File: src/rtl/pat_pkg.sv
// Shared types and constants of the pending acknowledgement tracker.
`default_nettype none
package pat_pkg;

   localparam int SLOTS = 16;

   localparam int OP_W   = 2;
   localparam int KIND_W = 8;
   localparam int BOOT_W = 16;
   localparam int SEQ_W  = 32;
   localparam int TIME_W = 32;

   // Operation codes of an input transfer; code 3 is unused and ignored.
   typedef enum logic [OP_W-1:0] {
      OP_SENT  = 2'd0,
      OP_ACK   = 2'd1,
      OP_CLEAR = 2'd2
   } op_type;

   // One table entry as it moves from cell to cell.
   typedef struct packed {
      logic [KIND_W-1:0] kind;
      logic [BOOT_W-1:0] boot;
      logic [SEQ_W-1:0]  seq;
      logic [TIME_W-1:0] sent_time;
   } entry_type;

   // Per-cycle command broadcast to every cell.
   typedef struct packed {
      logic shift;
      logic ack;
      logic clr;
   } cell_ctl_type;

   // Search results rippling from the oldest cell toward the newest.
   typedef struct packed {
      logic              hit;
      logic [KIND_W-1:0] hit_kind;
      logic              rpt;
      logic [TIME_W-1:0] rpt_time;
   } chain_type;

endpackage
`default_nettype wire

File: src/rtl/pat_cell.sv
// One table cell: holds a single entry and joins the match and report search chains.
`default_nettype none
module pat_cell (
   input  wire                           clock,
   input  wire                           reset,
   input  wire pat_pkg::cell_ctl_type    ctl,
   input  wire  [pat_pkg::KIND_W-1:0]    code,
   input  wire  [pat_pkg::BOOT_W-1:0]    key_boot,
   input  wire  [pat_pkg::SEQ_W-1:0]     key_seq,
   input  wire pat_pkg::entry_type       up_entry,
   input  wire                           up_valid,
   input  wire pat_pkg::chain_type       older_chain,
   output pat_pkg::entry_type            entry,
   output logic                          valid,
   output pat_pkg::chain_type            newer_chain
);

   pat_pkg::entry_type entry_ff;
   pat_pkg::entry_type entry_in;
   logic               valid_ff;
   logic               valid_in;
   logic               my_hit;
   logic               my_rpt;

   assign my_hit = valid_ff && (entry_ff.boot == key_boot) && (entry_ff.seq == key_seq);
   assign my_rpt = valid_ff && (entry_ff.kind == code);

   // The older side wins, so the chain carries the oldest hit toward cell 0.
   always_comb begin
      newer_chain.hit      = older_chain.hit | my_hit;
      newer_chain.hit_kind = older_chain.hit ? older_chain.hit_kind :
                             (my_hit ? entry_ff.kind : '0);
      newer_chain.rpt      = older_chain.rpt | my_rpt;
      newer_chain.rpt_time = older_chain.rpt ? older_chain.rpt_time :
                             (my_rpt ? entry_ff.sent_time : '0);
   end

   always_comb begin
      entry_in = entry_ff;
      valid_in = valid_ff;
      priority if (ctl.clr) begin
         valid_in = 1'b0;
      end else if (ctl.shift) begin
         entry_in = up_entry;
         valid_in = up_valid;
      end else if (ctl.ack) begin
         // An acknowledged entry takes every older one with it. Only cells newer
         // than the oldest match see a hit on their older side, so only they stay.
         valid_in = valid_ff & older_chain.hit;
      end
   end

   always_ff @(posedge clock) begin
      if (reset) begin
         valid_ff <= 1'b0;
      end else begin
         valid_ff <= valid_in;
      end
   end

   always_ff @(posedge clock) begin
      entry_ff <= entry_in;
   end

   assign entry = entry_ff;
   assign valid = valid_ff;

endmodule
`default_nettype wire

File: src/rtl/pending_ack_tracker.sv
// Top level of the pending acknowledgement tracker: table cells, result and output stages.
//
// The tracker keeps up to SLOTS sent packets that wait for an acknowledgement, newest
// in cell 0 and oldest at the far end of the chain. A transfer on the req_ channel is
// taken at a clock edge where req_valid is high and req_stall is low. A sent operation
// shifts every entry one cell older and writes the new one into cell 0; the entry in
// the last cell falls off, which drops the oldest packet when the table is full. An
// ack operation finds the oldest matching entry and invalidates it together with all
// older entries. A clear operation invalidates every cell.
// Each input transfer gives exactly one rsp_ transfer with the matched type and the
// age of the oldest pending report. The result passes through the result stage and
// then the output register. Without stalls one item per cycle is sustained, since the
// table update finishes in the cycle the input is taken; the match search that ripples
// along the cell chain sets that path. The report age is found in the result stage
// from the updated cells.
// When the receiver stalls, the result register holds and the result stage fills;
// req_stall then rises until the receiver takes the waiting result.
// Reset empties the table, clears both stages and sets the report type code to 1.
// csr_write_enable writes the report type code. Write it only while idle; nothing enforces it.
`default_nettype none
module pending_ack_tracker (
   input  wire                           clock,
   input  wire                           reset,
   input  wire                           req_valid,
   output logic                          req_stall,
   input  wire  [pat_pkg::OP_W-1:0]      req_operation,
   input  wire  [pat_pkg::KIND_W-1:0]    req_packet_type,
   input  wire  [pat_pkg::BOOT_W-1:0]    req_boot_id,
   input  wire  [pat_pkg::SEQ_W-1:0]     req_seq_number,
   input  wire  [pat_pkg::TIME_W-1:0]    req_now_time,
   output logic                          rsp_valid,
   input  wire                           rsp_stall,
   output logic [pat_pkg::KIND_W-1:0]    rsp_matched_type,
   output logic [pat_pkg::TIME_W-1:0]    rsp_report_age,
   input  wire                           csr_write_enable,
   input  wire  [pat_pkg::KIND_W-1:0]    csr_write_data
);

   localparam int SLOTS = pat_pkg::SLOTS;

   // Configuration register.
   logic [pat_pkg::KIND_W-1:0] code_ff;

   always_ff @(posedge clock) begin
      if (reset) begin
         code_ff <= pat_pkg::KIND_W'(1);
      end else if (csr_write_enable) begin
         code_ff <= csr_write_data;
      end
   end

   // Search results along the cell chain; element SLOTS enters at the oldest end with nothing found.
   pat_pkg::chain_type chain      [SLOTS+1];

   // Input transfer and the command it gives the cells.
   logic                  req_fire;
   pat_pkg::op_type       op;
   pat_pkg::cell_ctl_type ctl;
   pat_pkg::entry_type    new_entry;

   assign req_fire = req_valid && !req_stall;
   assign op       = pat_pkg::op_type'(req_operation);

   // An ack is only passed to the cells when some entry matched, so an ack that
   // misses leaves the table as it is.
   always_comb begin
      ctl = '0;
      if (req_fire) begin
         unique case (op)
            pat_pkg::OP_SENT:  ctl.shift = 1'b1;
            pat_pkg::OP_ACK:   ctl.ack   = chain[0].hit;
            pat_pkg::OP_CLEAR: ctl.clr   = 1'b1;
            default:           ctl       = '0;
         endcase
      end
   end

   always_comb begin
      new_entry.kind      = req_packet_type;
      new_entry.boot      = req_boot_id;
      new_entry.seq       = req_seq_number;
      new_entry.sent_time = req_now_time;
   end

   // The cell chain. Entries move toward higher indexes; search results move toward
   // cell 0, entering at the oldest end with nothing found.
   pat_pkg::entry_type cell_entry [SLOTS];
   logic               cell_valid [SLOTS];

   assign chain[SLOTS] = '0;

   for (genvar i = 0; i < SLOTS; i++) begin : g_cell
      pat_pkg::entry_type up_entry;
      logic               up_valid;

      if (i == 0) begin : g_head
         assign up_entry = new_entry;
         assign up_valid = 1'b1;
      end else begin : g_body
         assign up_entry = cell_entry[i-1];
         assign up_valid = cell_valid[i-1];
      end

      pat_cell u_cell (
         .clock       (clock),
         .reset       (reset),
         .ctl         (ctl),
         .code        (code_ff),
         .key_boot    (req_boot_id),
         .key_seq     (req_seq_number),
         .up_entry    (up_entry),
         .up_valid    (up_valid),
         .older_chain (chain[i+1]),
         .entry       (cell_entry[i]),
         .valid       (cell_valid[i]),
         .newer_chain (chain[i])
      );
   end

   // Result stage: holds the matched type and the time of the accepted item. The
   // report search runs here over cells that already show the item's update.
   logic                       p_valid_ff;
   logic                       p_valid_in;
   logic [pat_pkg::KIND_W-1:0] p_matched_ff;
   logic [pat_pkg::TIME_W-1:0] p_now_ff;
   logic                       p_move;
   logic [pat_pkg::TIME_W-1:0] age;

   assign p_move    = !rsp_valid || !rsp_stall;
   assign req_stall = p_valid_ff && !p_move;
   assign age       = chain[0].rpt ? (p_now_ff - chain[0].rpt_time) : '0;

   always_comb begin
      priority if (req_fire) begin
         p_valid_in = 1'b1;
      end else if (p_move) begin
         p_valid_in = 1'b0;
      end else begin
         p_valid_in = p_valid_ff;
      end
   end

   always_ff @(posedge clock) begin
      if (reset) begin
         p_valid_ff <= 1'b0;
      end else begin
         p_valid_ff <= p_valid_in;
      end
   end

   always_ff @(posedge clock) begin
      if (req_fire) begin
         p_matched_ff <= ctl.ack ? chain[0].hit_kind : '0;
         p_now_ff     <= req_now_time;
      end
   end

   // Output register.
   logic                       rsp_valid_ff;
   logic                       rsp_valid_in;
   logic [pat_pkg::KIND_W-1:0] rsp_matched_ff;
   logic [pat_pkg::TIME_W-1:0] rsp_age_ff;

   always_comb begin
      priority if (p_valid_ff && p_move) begin
         rsp_valid_in = 1'b1;
      end else if (!rsp_stall) begin
         rsp_valid_in = 1'b0;
      end else begin
         rsp_valid_in = rsp_valid_ff;
      end
   end

   always_ff @(posedge clock) begin
      if (reset) begin
         rsp_valid_ff <= 1'b0;
      end else begin
         rsp_valid_ff <= rsp_valid_in;
      end
   end

   always_ff @(posedge clock) begin
      if (p_valid_ff && p_move) begin
         rsp_matched_ff <= p_matched_ff;
         rsp_age_ff     <= age;
      end
   end

   assign rsp_valid        = rsp_valid_ff;
   assign rsp_matched_type = rsp_matched_ff;
   assign rsp_report_age   = rsp_age_ff;

endmodule
`default_nettype wire
File: config.mk
export PLATFORM = sky130hd
export DESIGN_NAME = pending_ack_tracker
export DESIGN_NICKNAME = d
export VERILOG_FILES = /design/src/rtl/pat_pkg.sv /design/src/rtl/pat_cell.sv /design/src/rtl/pending_ack_tracker.sv
export SDC_FILE = /design/constraint.sdc
export NUM_CORES = 2
export LEC_CHECK = 0
export ABC_AREA = 1
export BUFFER_PORTS_ARGS = -buffer_cell sky130_fd_sc_hd__buf_2
export CORE_MARGIN = 8
export CORE_UTILIZATION = 55
export CTS_BUF_LIST = sky130_fd_sc_hd__clkbuf_8
export DETAILED_ROUTE_END_ITERATION = 16
export PLACE_DENSITY = 0.71
export RECOVER_POWER = 100
export SLEW_MARGIN = 10
export SYNTH_ARGS = -nofsm -noshare
export SYNTH_HDL_FRONTEND = slang
export SYNTH_SLANG_ARGS = --single-unit
File: constraint.sdc
create_clock -name clock -period 109.3 [get_ports clock]
set_clock_uncertainty 0.05 [all_clocks]
set_input_delay 5.465 -clock clock [delete_from_list [all_inputs] [get_ports clock]]
set_output_delay 5.465 -clock clock [all_outputs]
set_load 0.05 [all_outputs]
==> qor.txt <==
Status = finished, violations left
Failing checks = capacitance limit, slew limit
Worst rel slew slack = -542%
Area delta synth->final = 9.65%
Crit Reg-Reg Endpoint = g_cell[12].u_cell.entry[6]
Fmax = 33.5 MHz
GR peak layer = met1
Total core area = 118,000 µm²
Die area = 131,000 µm²
TNS Setup = 0 ns
Reg clk slew, reported paths = 0.06 ns
Boundary Pins = 145
DRC = 0
DIE HEIGHT = 362 µm
Hold Path Origin = g_cell[2].u_cell.entry[17]
Slowest-stage cell, CP = clkbuf_1
Largest net degree at the start of global routing = 200
Worst path cell trace = clkbuf_1 -> nand2_1 -> nor2_1 -> inv_1 -> nand2_1 -> clkbuf_1 -> nor2_1 -> inv_1 -> nor2_1 -> clkbuf_1 -> clkbuf_1 -> clkbuf_1 -> clkbuf_1
DRT Wirelength = 208,000 µm
Pwr Density = 16.6 nW/µm²
CP delay by family, top = buffers and inverters
Fill cells = 9,683
Crit start category = input pin
Cell depth of the worst min-delay path = 0
Crit path time final = 29.83 ns
Final Hold Fails = 0
Root Driver = clkbuf_8
Initial antenna violation count = 17
FFs w/ async S/R, synth = 0%
Syn Area/Cell = 11.9 µm²
CP startpoint = rsp_stall
Worst-Skew Late Latency = 0.98 ns
Worst Hold Path EP = g_cell[3].u_cell.entry[17]
Synth Instances = 5,538
Critical-path maximum fanout = 185
Synth cell count leaders = edfxtp_1, nand2_1, o21ai_0
Total track usage = 30.9%
Setup bufs post-CTS = 0
Total number of vias = 45,700
Max incr delay on CP = 6.66 ns
Die Wd = 362 µm
Cts bufs inserted = 240
Final HPWL DP = 149,000 µm
Port bufs = 144
Area leader, netlist = edfxtp_1
Routability cong. = 1.03
Yosys reg bits = 1,514
CP Data Arrival Time = 30.24 ns
Max rail drop VDD = 0.0142 mV
Net Count, Synth = 5,673
Critical Path RT = 109.71 ns
Met3 usage = 6.64%
Share of layout cells above drive strength 1 = 8.03%
First-pass GRT wire length = 295,000 µm
# clock sinks = 1,514
DRT Pass-1 Iters = 8
Placed insts = 7,077
Reg2Reg Setup Slack = 83.74 ns
Final cell count without fillers = 7,518
Worst-Margin Slew = 9.63 ns
Netlist cell types = 70
Initial DRC Count = 6,620
Synth Cell Area = 65,700 µm²
Most frequent cell after synthesis = edfxtp_1
Worst path bufs/invs = 8
Max_cap viols = 27
Cts hold-fix bufs = 0
Met2 usage = 44.2%
Initial core utilization = 55.5%
Remaining antenna violation count after routing = 0
Most used cell, CP = clkbuf_1
Finish-stage setup viols = 0
Slew Limit Fails = 1,710
Cell row count = 126
Vias in the first global route = 43,700
EDFF count, synth = 1,488
Sequential share of the synthesized area = 68.8%
Lkg Pwr = 25.5 nW
Post-cts resize count = 0
Worst r2r src = p_valid_ff
Synth top area cells = edfxtp_1, nand2_1, o21ai_0
Yosys warns = 0
H-tree depth = 4
Clock buffer depth = 3
Critical Path End Type = flip-flop
Final #Nets = 5,918
Worst hold path type = flip-flop to flip-flop
Vias per cell = 6.07
Grt met1 use = 45.1%
Main synth FF type = edfxtp_1
Worst R2R Path Depth = 12
Final period utilization = 27.3%
CTS tree = yes
RSZ-0062 raised after global routing = false
WS Path Type = input pin to flip-flop
Yosys top cell area share = 68.1%
GRT overflow = 0
Drt wl/cell = 27.6 µm
==> area by class of cell <==
cell class | count | area (µm²) | area share [%]
Antenna cell | 7 | 17.5 | 0.0243
Tap cell | 1536 | 1920 | 2.67
Sequential cell | 1514 | 45200 | 62.8
Clock inverter | 184 | 1050 | 1.45
Timing Repair Buffer | 229 | 1110 | 1.54
Clock buffer | 250 | 3440 | 4.78
Inverter | 353 | 1330 | 1.85
Multi-Input combinational cell | 3445 | 17900 | 24.9
==> per-stage QoR <==
| step | setup WS, ns | hold slack [ns] | power [mW] | area (µm²) | util [%] |
|---|---|---|---|---|---|
| global route | 77.30 | 0.374 | 1.23 | 72000 | 60.9 |
| floorplan | 62.63 | 0.350 | 0.746 | 65700 | - |
| detailed placement | 97.72 | 0.355 | 0.746 | 67900 | 57.4 |
| finish | 79.47 | 0.367 | 1.20 | 72000 | 60.9 |
| CTS | 97.72 | 0.363 | 1.20 | 72400 | 61.2 |
| global placement | 97.70 | 0.371 | 0.745 | 67900 | 57.4 |
==> worst max-delay path by stage <==
stage | endpoint | slack (ns) | cells past startpoint
floorplan | g_cell[0].u_cell.entry[0] | 62.63 | 8
global placement | req_stall | 97.70 | 4
detailed placement | req_stall | 97.72 | 4
CTS | req_stall | 97.72 | 4
global route | g_cell[10].u_cell.entry[11] | 77.30 | 13
finish | g_cell[12].u_cell.entry[6] | 79.47 | 13
==> power by group <==
group | total, mW | switching, mW | internal, mW
Sequential | 0.668 | 0.0112 | 0.657
Combinational | 0.0704 | 0.0533 | 0.0172
Clock | 0.459 | 0.230 | 0.229
Total | 1.20 | 0.294 | 0.903
==> registers in the layout, indices dropped and copies added (netlist names) <==
| name | cells |
|---|---|
| p_matched_ff | 8 |
| rsp_valid | 1 |
| g_cell.u_cell.valid | 16 |
| p_now_ff | 32 |
| g_cell.u_cell.entry | 1408 |
| code_ff | 8 |
| rsp_matched_type | 8 |
| rsp_report_age | 32 |
| p_valid_ff | 1 |
==> cells by family after synthesis <==
group | synth area share, %
AND/OR/NAND/NOR | 13.2
AO/OA/AOI/OAI | 10.1
XOR/XNOR | 3.53
buffers and inverters | 3.70
adder cells (fa/ha/maj) | 0.621
flip-flops | 68.8
==> per-layer routing <==
metal	vias up	routed length, µm
met5	-	23
met4	4	10900
met3	519	22900
met2	2609	87500
met1	22000	86300
li1	20500	-
==> cells in the final DEF (no fill, tap or decap), types with 150 or more instances in the layout <==
master	synthesis	layout
a21oi_1	186	186
clkbuf_8	0	250
edfxtp_1	1488	1488
inv_1	316	394
nand2_1	1128	1133
nand3_1	156	157
nor2_1	419	424
o21ai_0	547	547
o22ai_1	150	150
xor2_1	152	152
Note: power is estimated with default switching activity, not from simulation.
